--- config.mk ---
export PLATFORM = sky130hd
export DESIGN_NAME = dns_name_label_encoder_flat
export DESIGN_NICKNAME = d
export VERILOG_FILES = /design/src/design/dnle_pkg.sv /design/src/design/dnle_channels.sv /design/src/design/dns_name_label_encoder.sv /design/src/flat_wrapper.sv
export SDC_FILE = /design/constraint.sdc
export NUM_CORES = 1
export LEC_CHECK = 0
export BUFFER_PORTS_ARGS = -buffer_cell sky130_fd_sc_hd__buf_2
export CORE_UTILIZATION = 50
export DETAILED_ROUTE_END_ITERATION = 6
export PLACE_DENSITY = 0.62
export SETUP_SLACK_MARGIN = 0.15
export SYNTH_ARGS = -nofsm -noshare
export SYNTH_HDL_FRONTEND = slang
export SYNTH_SLANG_ARGS = --single-unit
--- constraint.sdc ---
create_clock -name clk -period 3.3 [get_ports clk]
set_input_delay 0.99 -clock clk [delete_from_list [all_inputs] [get_ports clk]]
set_output_delay 0.99 -clock clk [all_outputs]
set_load 0.01 [all_outputs]
--- src/design/dnle_pkg.sv ---
// Package of the DNS name label encoder: byte type, sequencer state codes
// and character constants. No dependencies.
package dnle_pkg;

    typedef logic [7:0] byte_t;

    localparam byte_t DOT_CHAR  = 8'h2E;
    localparam byte_t ZERO_BYTE = 8'h00;

    localparam int ST_W = 2;
    localparam logic [ST_W-1:0] ST_IDLE = 2'd0;
    localparam logic [ST_W-1:0] ST_LEN  = 2'd1;
    localparam logic [ST_W-1:0] ST_DATA = 2'd2;
    localparam logic [ST_W-1:0] ST_ZERO = 2'd3;

endpackage

--- src/design/dnle_channels.sv ---
// Valid/ready channel interfaces of the DNS name label encoder.
// Depends on dnle_pkg.
interface dnle_in_if
    import dnle_pkg::*;
    ();
    logic  valid;
    logic  ready;
    byte_t char_in;
    logic  end_of_name;

    modport source (output valid, output char_in, output end_of_name, input ready);
    modport sink   (input valid, input char_in, input end_of_name, output ready);
endinterface

interface dnle_out_if
    import dnle_pkg::*;
    ();
    logic  valid;
    logic  ready;
    byte_t out_byte;
    logic  run_last;
    logic  name_done;
    logic  label_overflow;

    modport source (output valid, output out_byte, output run_last, output name_done,
                    output label_overflow, input ready);
    modport sink   (input valid, input out_byte, input run_last, input name_done,
                    input label_overflow, output ready);
endinterface

--- src/design/dns_name_label_encoder.sv ---
// DNS name label encoder top level: label memory, emit sequencer, output register.
// Depends on dnle_pkg and dnle_channels (dnle_in_if, dnle_out_if).
//
// Takes a dotted host name one character per word on in_ch and emits DNS wire
// label format on out_ch. Ordinary characters go into a LABEL_MAX-deep label
// memory, one per cycle, with no output. A dot emits the length byte and then
// the held bytes; an end-of-name word does the same and then a zero byte with
// name_done set. Characters beyond LABEL_MAX are dropped and label_overflow is
// set on every byte of that label. in_ch is ready only while no label is being
// emitted: a character is taken at once, while a dot or end-of-name is accepted
// and then its bytes are emitted (length, N bytes, zero byte) before the next
// word is taken. Emission is paced by the single read port of the label memory
// (one byte per cycle, read latency hidden by prefetch) and by out_ch.ready. A
// result word waits in the output register while the next one is fetched. No
// clearing pass after reset is needed.
module dns_name_label_encoder
    import dnle_pkg::*;
#(
    parameter int LABEL_MAX = 62
) (
    input  logic       clk,
    input  logic       rst_n,
    dnle_in_if.sink    in_ch,
    dnle_out_if.source out_ch
);

    localparam int CNT_W = $clog2(LABEL_MAX + 1);
    localparam int IDX_W = (LABEL_MAX > 1) ? $clog2(LABEL_MAX) : 1;
    localparam logic [CNT_W-1:0] CNT_MAX = CNT_W'(LABEL_MAX);

    // label memory, one write port (fill) and one registered read port (emit)
    byte_t mem [LABEL_MAX];
    byte_t mem_q;

    logic [ST_W-1:0]  state_reg, state_next;
    logic [CNT_W-1:0] count_reg, count_next;   // bytes held, capped at LABEL_MAX
    logic [CNT_W-1:0] idx_reg, idx_next;       // byte being emitted
    logic             ovf_reg, ovf_next;
    logic             eon_reg, eon_next;       // current flush closes the name
    logic             rd_valid_reg, rd_valid_next;
    logic             out_valid_reg, out_valid_next;

    byte_t            out_byte_reg, out_byte_next;
    logic             run_last_reg, run_last_next;
    logic             name_done_reg, name_done_next;
    logic             ovf_out_reg, ovf_out_next;

    logic             load_out;
    logic             slot_free;
    logic             in_fire;
    logic             mem_we, mem_re;
    logic [IDX_W-1:0] mem_waddr, mem_raddr;
    logic             last_byte;

    assign in_ch.ready = (state_reg == ST_IDLE);
    assign in_fire     = in_ch.valid && in_ch.ready;
    assign slot_free   = !out_valid_reg || out_ch.ready;
    assign last_byte   = ((idx_reg + CNT_W'(1)) == count_reg);
    assign mem_waddr   = count_reg[IDX_W-1:0];

    assign out_ch.valid          = out_valid_reg;
    assign out_ch.out_byte       = out_byte_reg;
    assign out_ch.run_last       = run_last_reg;
    assign out_ch.name_done      = name_done_reg;
    assign out_ch.label_overflow = ovf_out_reg;

    always_comb
    begin
        state_next     = state_reg;
        count_next     = count_reg;
        idx_next       = idx_reg;
        ovf_next       = ovf_reg;
        eon_next       = eon_reg;
        rd_valid_next  = rd_valid_reg;
        load_out       = 1'b0;
        out_byte_next  = out_byte_reg;
        run_last_next  = run_last_reg;
        name_done_next = name_done_reg;
        ovf_out_next   = ovf_out_reg;
        mem_we         = 1'b0;
        mem_re         = 1'b0;
        mem_raddr      = '0;

        unique case (state_reg)
            ST_IDLE:
            begin
                if (in_fire)
                begin
                    priority if (in_ch.end_of_name || in_ch.char_in == DOT_CHAR)
                    begin
                        eon_next   = in_ch.end_of_name;
                        state_next = ST_LEN;
                    end
                    else if (count_reg < CNT_MAX)
                    begin
                        mem_we     = 1'b1;
                        count_next = count_reg + CNT_W'(1);
                    end
                    else
                    begin
                        ovf_next = 1'b1;
                    end
                end
            end
            ST_LEN:
            begin
                if (slot_free)
                begin
                    load_out       = 1'b1;
                    out_byte_next  = 8'(count_reg);
                    run_last_next  = !eon_reg && (count_reg == '0);
                    name_done_next = 1'b0;
                    ovf_out_next   = ovf_reg;
                    idx_next       = '0;
                    priority if (count_reg != '0)
                    begin
                        // prefetch first byte
                        mem_re        = 1'b1;
                        mem_raddr     = '0;
                        rd_valid_next = 1'b1;
                        state_next    = ST_DATA;
                    end
                    else if (eon_reg)
                    begin
                        state_next = ST_ZERO;
                    end
                    else
                    begin
                        ovf_next   = 1'b0;
                        state_next = ST_IDLE;
                    end
                end
            end
            ST_DATA:
            begin
                if (slot_free && rd_valid_reg)
                begin
                    load_out       = 1'b1;
                    out_byte_next  = mem_q;
                    run_last_next  = !eon_reg && last_byte;
                    name_done_next = 1'b0;
                    ovf_out_next   = ovf_reg;
                    if (last_byte)
                    begin
                        rd_valid_next = 1'b0;
                        count_next    = '0;
                        ovf_next      = 1'b0;
                        state_next    = eon_reg ? ST_ZERO : ST_IDLE;
                    end
                    else
                    begin
                        idx_next  = idx_reg + CNT_W'(1);
                        mem_re    = 1'b1;
                        mem_raddr = idx_next[IDX_W-1:0];
                    end
                end
            end
            ST_ZERO:
            begin
                if (slot_free)
                begin
                    load_out       = 1'b1;
                    out_byte_next  = ZERO_BYTE;
                    run_last_next  = 1'b1;
                    name_done_next = 1'b1;
                    ovf_out_next   = 1'b0;
                    count_next     = '0;
                    ovf_next       = 1'b0;
                    state_next     = ST_IDLE;
                end
            end
            default:
            begin
                state_next = ST_IDLE;
            end
        endcase

        if (load_out)
            out_valid_next = 1'b1;
        else if (out_ch.ready)
            out_valid_next = 1'b0;
        else
            out_valid_next = out_valid_reg;
    end

    always_ff @(posedge clk or negedge rst_n)
    begin
        if (!rst_n)
        begin
            state_reg     <= ST_IDLE;
            count_reg     <= '0;
            idx_reg       <= '0;
            ovf_reg       <= 1'b0;
            eon_reg       <= 1'b0;
            rd_valid_reg  <= 1'b0;
            out_valid_reg <= 1'b0;
        end
        else
        begin
            state_reg     <= state_next;
            count_reg     <= count_next;
            idx_reg       <= idx_next;
            ovf_reg       <= ovf_next;
            eon_reg       <= eon_next;
            rd_valid_reg  <= rd_valid_next;
            out_valid_reg <= out_valid_next;
        end
    end

    // payload and memory, no reset
    always_ff @(posedge clk)
    begin
        out_byte_reg  <= out_byte_next;
        run_last_reg  <= run_last_next;
        name_done_reg <= name_done_next;
        ovf_out_reg   <= ovf_out_next;
        if (mem_we)
            mem[mem_waddr] <= in_ch.char_in;
        if (mem_re)
            mem_q <= mem[mem_raddr];
    end

    // held count never passes the memory depth
    a_count_cap: assert property (@(posedge clk) disable iff (!rst_n)
        count_reg <= CNT_MAX)
        else $error("label count above depth");

    // byte phase always has its prefetched data
    a_data_ready: assert property (@(posedge clk) disable iff (!rst_n)
        (state_reg == ST_DATA) |-> rd_valid_reg)
        else $error("emit without read data");

    // a character into a full label marks overflow
    a_ovf_set: assert property (@(posedge clk) disable iff (!rst_n)
        (in_fire && !in_ch.end_of_name && in_ch.char_in != DOT_CHAR
         && count_reg == CNT_MAX) |=> ovf_reg)
        else $error("overflow not recorded");

    // terminating word is a lone zero closing the item
    a_done_word: assert property (@(posedge clk) disable iff (!rst_n)
        (out_valid_reg && name_done_reg) |->
        (run_last_reg && out_byte_reg == ZERO_BYTE && !ovf_out_reg))
        else $error("malformed terminating word");

endmodule

--- src/flat_wrapper.sv ---
// flat-port wrapper written by rule: the top's interface ports become plain ports
module dns_name_label_encoder_flat import dnle_pkg::*;
#(
    parameter int LABEL_MAX = 62
)
  (clk, rst_n, in_ch_valid, in_ch_char_in, in_ch_end_of_name, in_ch_ready, out_ch_valid, out_ch_out_byte, out_ch_run_last, out_ch_name_done, out_ch_label_overflow, out_ch_ready);
  dnle_in_if in_ch_i ();
  dnle_out_if out_ch_i ();
  input  logic clk;
  input  logic rst_n;
  input wire logic [$bits(in_ch_i.valid)-1:0] in_ch_valid;
  input wire logic [$bits(in_ch_i.char_in)-1:0] in_ch_char_in;
  input wire logic [$bits(in_ch_i.end_of_name)-1:0] in_ch_end_of_name;
  output wire logic [$bits(in_ch_i.ready)-1:0] in_ch_ready;
  output wire logic [$bits(out_ch_i.valid)-1:0] out_ch_valid;
  output wire logic [$bits(out_ch_i.out_byte)-1:0] out_ch_out_byte;
  output wire logic [$bits(out_ch_i.run_last)-1:0] out_ch_run_last;
  output wire logic [$bits(out_ch_i.name_done)-1:0] out_ch_name_done;
  output wire logic [$bits(out_ch_i.label_overflow)-1:0] out_ch_label_overflow;
  input wire logic [$bits(out_ch_i.ready)-1:0] out_ch_ready;
  assign in_ch_i.valid = in_ch_valid;
  assign in_ch_i.char_in = in_ch_char_in;
  assign in_ch_i.end_of_name = in_ch_end_of_name;
  assign in_ch_ready = in_ch_i.ready;
  assign out_ch_valid = out_ch_i.valid;
  assign out_ch_out_byte = out_ch_i.out_byte;
  assign out_ch_run_last = out_ch_i.run_last;
  assign out_ch_name_done = out_ch_i.name_done;
  assign out_ch_label_overflow = out_ch_i.label_overflow;
  assign out_ch_i.ready = out_ch_ready;
  dns_name_label_encoder #(.LABEL_MAX(LABEL_MAX)) u_core (.clk(clk), .rst_n(rst_n), .in_ch(in_ch_i), .out_ch(out_ch_i));
endmodule
==> results_dict.tcl <==
set metrics [dict create \
    status "complete, no violations" \
    start_util_pct 50.95 \
    maxClockFrequency_ghz 0.3141 \
    setup_violations 0 \
    hpwl_um 44380 \
    fin_setup_tns_ns 0 \
    postRouteAntennaNets 0 \
    drc 0 \
    p_leak_uw 0.008959 \
    placeableCoreArea_um2 43270 \
    clk_latency_ns 0.60 \
    wire_per_inst_um 29.54 \
    rsz0062_at_grt "true" \
    grt_use_total_pct 31.21 \
    required_ns 3.53 \
    power_uw 19060 \
    max-slew-margin-rel_pct 35.30 \
    ys_seq_elements 533 \
    cts_tree "done" \
    h-tree-depth 2 \
    grt_use_met3_pct 6.219 \
    synth_area_um2 22050 \
    cts.sinks 533 \
    clockRootBuffer "clkbuf_16" \
    cp_max_fo 8 \
    fp.dieH_um 212.0 \
    area_delta_synth_final_pct 23.66 \
    antenna_found_initial 0 \
    avgSynthCellArea_um2 14.57 \
    die_area_um2 44940 \
    gp_congestion 0.9709 \
    cap_violations 0 \
    drive_above_1_share_pct 31.75 \
    synth.net_count 1533 \
    worst_setup_path_end_kind "register" \
    clkSlewWorstSetupHoldPaths_ns 0.06 \
    die_w_um 212.0 \
    arrival_ns 3.42 \
    synth-async-reset-ratio_pct 3.377 \
    timing.final.hold_violations 0 \
    design_area_um2 27260 \
    placed_cell_area_um2 24390 \
    maxSlewViolCount 0 \
    hold_buffers 0 \
    holdCritPathClass "primary input to asynchronous set/reset pin" \
    drtIter0Drc 2335 \
    start_kind "primary input" \
    nets 1752 \
    powerDensity_nw_per_um2 699.2 \
    clock_skew_ns 0.01161 \
    ir_drop_uv 446.0 \
    most-common-layout-cells "edfxtp_1, buf_4, nand2_1" \
    drtPass1Iterations 7 \
    grt_pass1_vias 14317 \
    overflow 0 \
    critPathKind "primary input to register" \
    vias_per_cell 6.423 \
    seq_area_frac_synth_pct 72.19 \
    synth_ff_type "edfxtp_1" \
    fin_crit_ns 3.183 \
    tightest_slew_ns 0.9705 \
    synth.distinct_cells 74 \
    grt.busiest_layer "met2" \
    rows 76 \
    port_buffers 25 \
    synth-edff-count 515 \
    wirelength_um 69690 \
    cts_made_buffers 54 \
    fin_util_pct 63.01 \
    ioPinCount 26 \
    grt_first_pass_wirelength_um 98750 \
    syn_inst 1513 \
    globalRouteMet2Util_pct 47.42 \
    period_share_pct 96.46 \
    vias 15151 \
    ys_warn_count 0 \
    clockBufferDepth 3 \
    final_common_cell "edfxtp_1" \
    grt_max_degree 94 \
    use_met1_pct 44.59 \
    largest_reg_flops 496 \
]
==> area by class of cell <==
cell class                      instances  area, um^2
Antenna cell                            1       2.502
Clock buffer                           67        1421
Timing Repair Buffer                  261        2361
Sequential cell                       533       15920
Fill cell                            3159       16000
Inverter                               13       52.55
Clock inverter                         30       239.0
Multi-Input combinational cell        869        6531
Tap cell                              585       732.0
==> power by group <==
part | switching (uW) | internal [uW]
Clock | 2510 | 3340
Sequential | 140 | 7690
Combinational | 3240 | 2140
==> routing by layer <==
| layer | part of all wire (%) | wire (um) | vias up |
|---|---|---|---|
| met4 | 4.5 | 3150 | 0 |
| li1 | - | - | 6417 |
| met5 | 0 | 0 | - |
| met1 | 40 | 27890 | 7519 |
| met2 | 45 | 31030 | 1022 |
| met3 | 11 | 7613 | 193 |
==> Yosys cell counts (8+ instances only) <==
cell type / instances / area (um^2)
a211oi_1: 22 / 165.2
a21oi_1: 74 / 370.4
a221o_1: 8 / 80.08
a221oi_1: 32 / 280.3
a22oi_1: 19 / 142.6
a2bb2oi_1: 15 / 131.4
a31oi_1: 30 / 187.7
a32oi_1: 13 / 113.9
buf_1: 8 / 30.03
buf_2: 32 / 160.2
clkbuf_1: 58 / 217.7
dfrtp_1: 18 / 450.4
edfxtp_1: 515 / 15460
inv_1: 12 / 45.04
mux2_2: 47 / 529.3
mux2i_1: 37 / 370.4
mux4_2: 11 / 247.7
nand2_1: 111 / 416.7
nand3_1: 19 / 95.09
nor2_1: 161 / 604.3
nor3_1: 8 / 40.04
o211ai_1: 8 / 60.06
o21ai_0: 84 / 420.4
o221ai_1: 10 / 87.58
o22ai_1: 31 / 193.9
o31ai_1: 8 / 60.06
==> worst max-delay path, stage by stage <==
cell     delay (ns)
buf_2          0.16
nor4b_1        0.16
buf_4          0.13
a21oi_2        0.32
or3b_2         0.52
nor2_1         0.25
nand2_1        0.15
buf_12         0.19
nor2_1         0.53
==> path summary, 6_finish.rpt <==
check | start | endpoint | slack (ns) | depth (start not counted)
setup / recovery | in_ch_char_in[5] | u_core.mem[9][2] | 0.12 | 9
hold / removal | rst_n | u_core.state_reg[1] | 0.34 | 1
setup reg to reg | u_core.idx_reg[0] | u_core.mem_q[5] | 0.12 | 11
hold reg to reg | u_core.ovf_reg | u_core.ovf_reg | 0.54 | 1
max in group asynchronous | rst_n | u_core.idx_reg[0] | 2.59 | 1
min in group clk | u_core.ovf_reg | u_core.ovf_reg | 0.54 | 1
==> kinds of logic after synthesis <==
kind of cell | after synthesis | share of synthesized area, %
flip-flops | 533 | 72.19
AO/OA/AOI/OAI | 413 | 12.81
AND/OR/NAND/NOR | 339 | 6.504
buffers and inverters | 111 | 2.071
multiplexers | 95 | 5.204
XOR/XNOR | 15 | 0.8229
adder cells (fa/ha/maj) | 7 | 0.3973
==> per-stage QoR <==
step | instances | hold WS (ns) | setup slack, ns
after global routing | 2358 | 0.3508 | -0.02789
final | 2359 | 0.3445 | 0.1168
after CTS | 2328 | 0.3272 | 0.009549
after floorplan | 1513 | 0.4943 | 0.2631
after global placement | 2225 | 0.5210 | -0.6975
after detailed placement | 2225 | 0.5289 | -0.7277
==> repair_timing <==
item / CTS / global route
buffers inserted: 6 / 29
gates cloned: 0 / 1
endpoints found under the setup margin: 504 / 443
hold endpoints to repair: 0 / 0
pin swaps: 9 / 30
gates resized for setup: 67 / 145
Note: power is estimated with default switching activity, not from simulation.
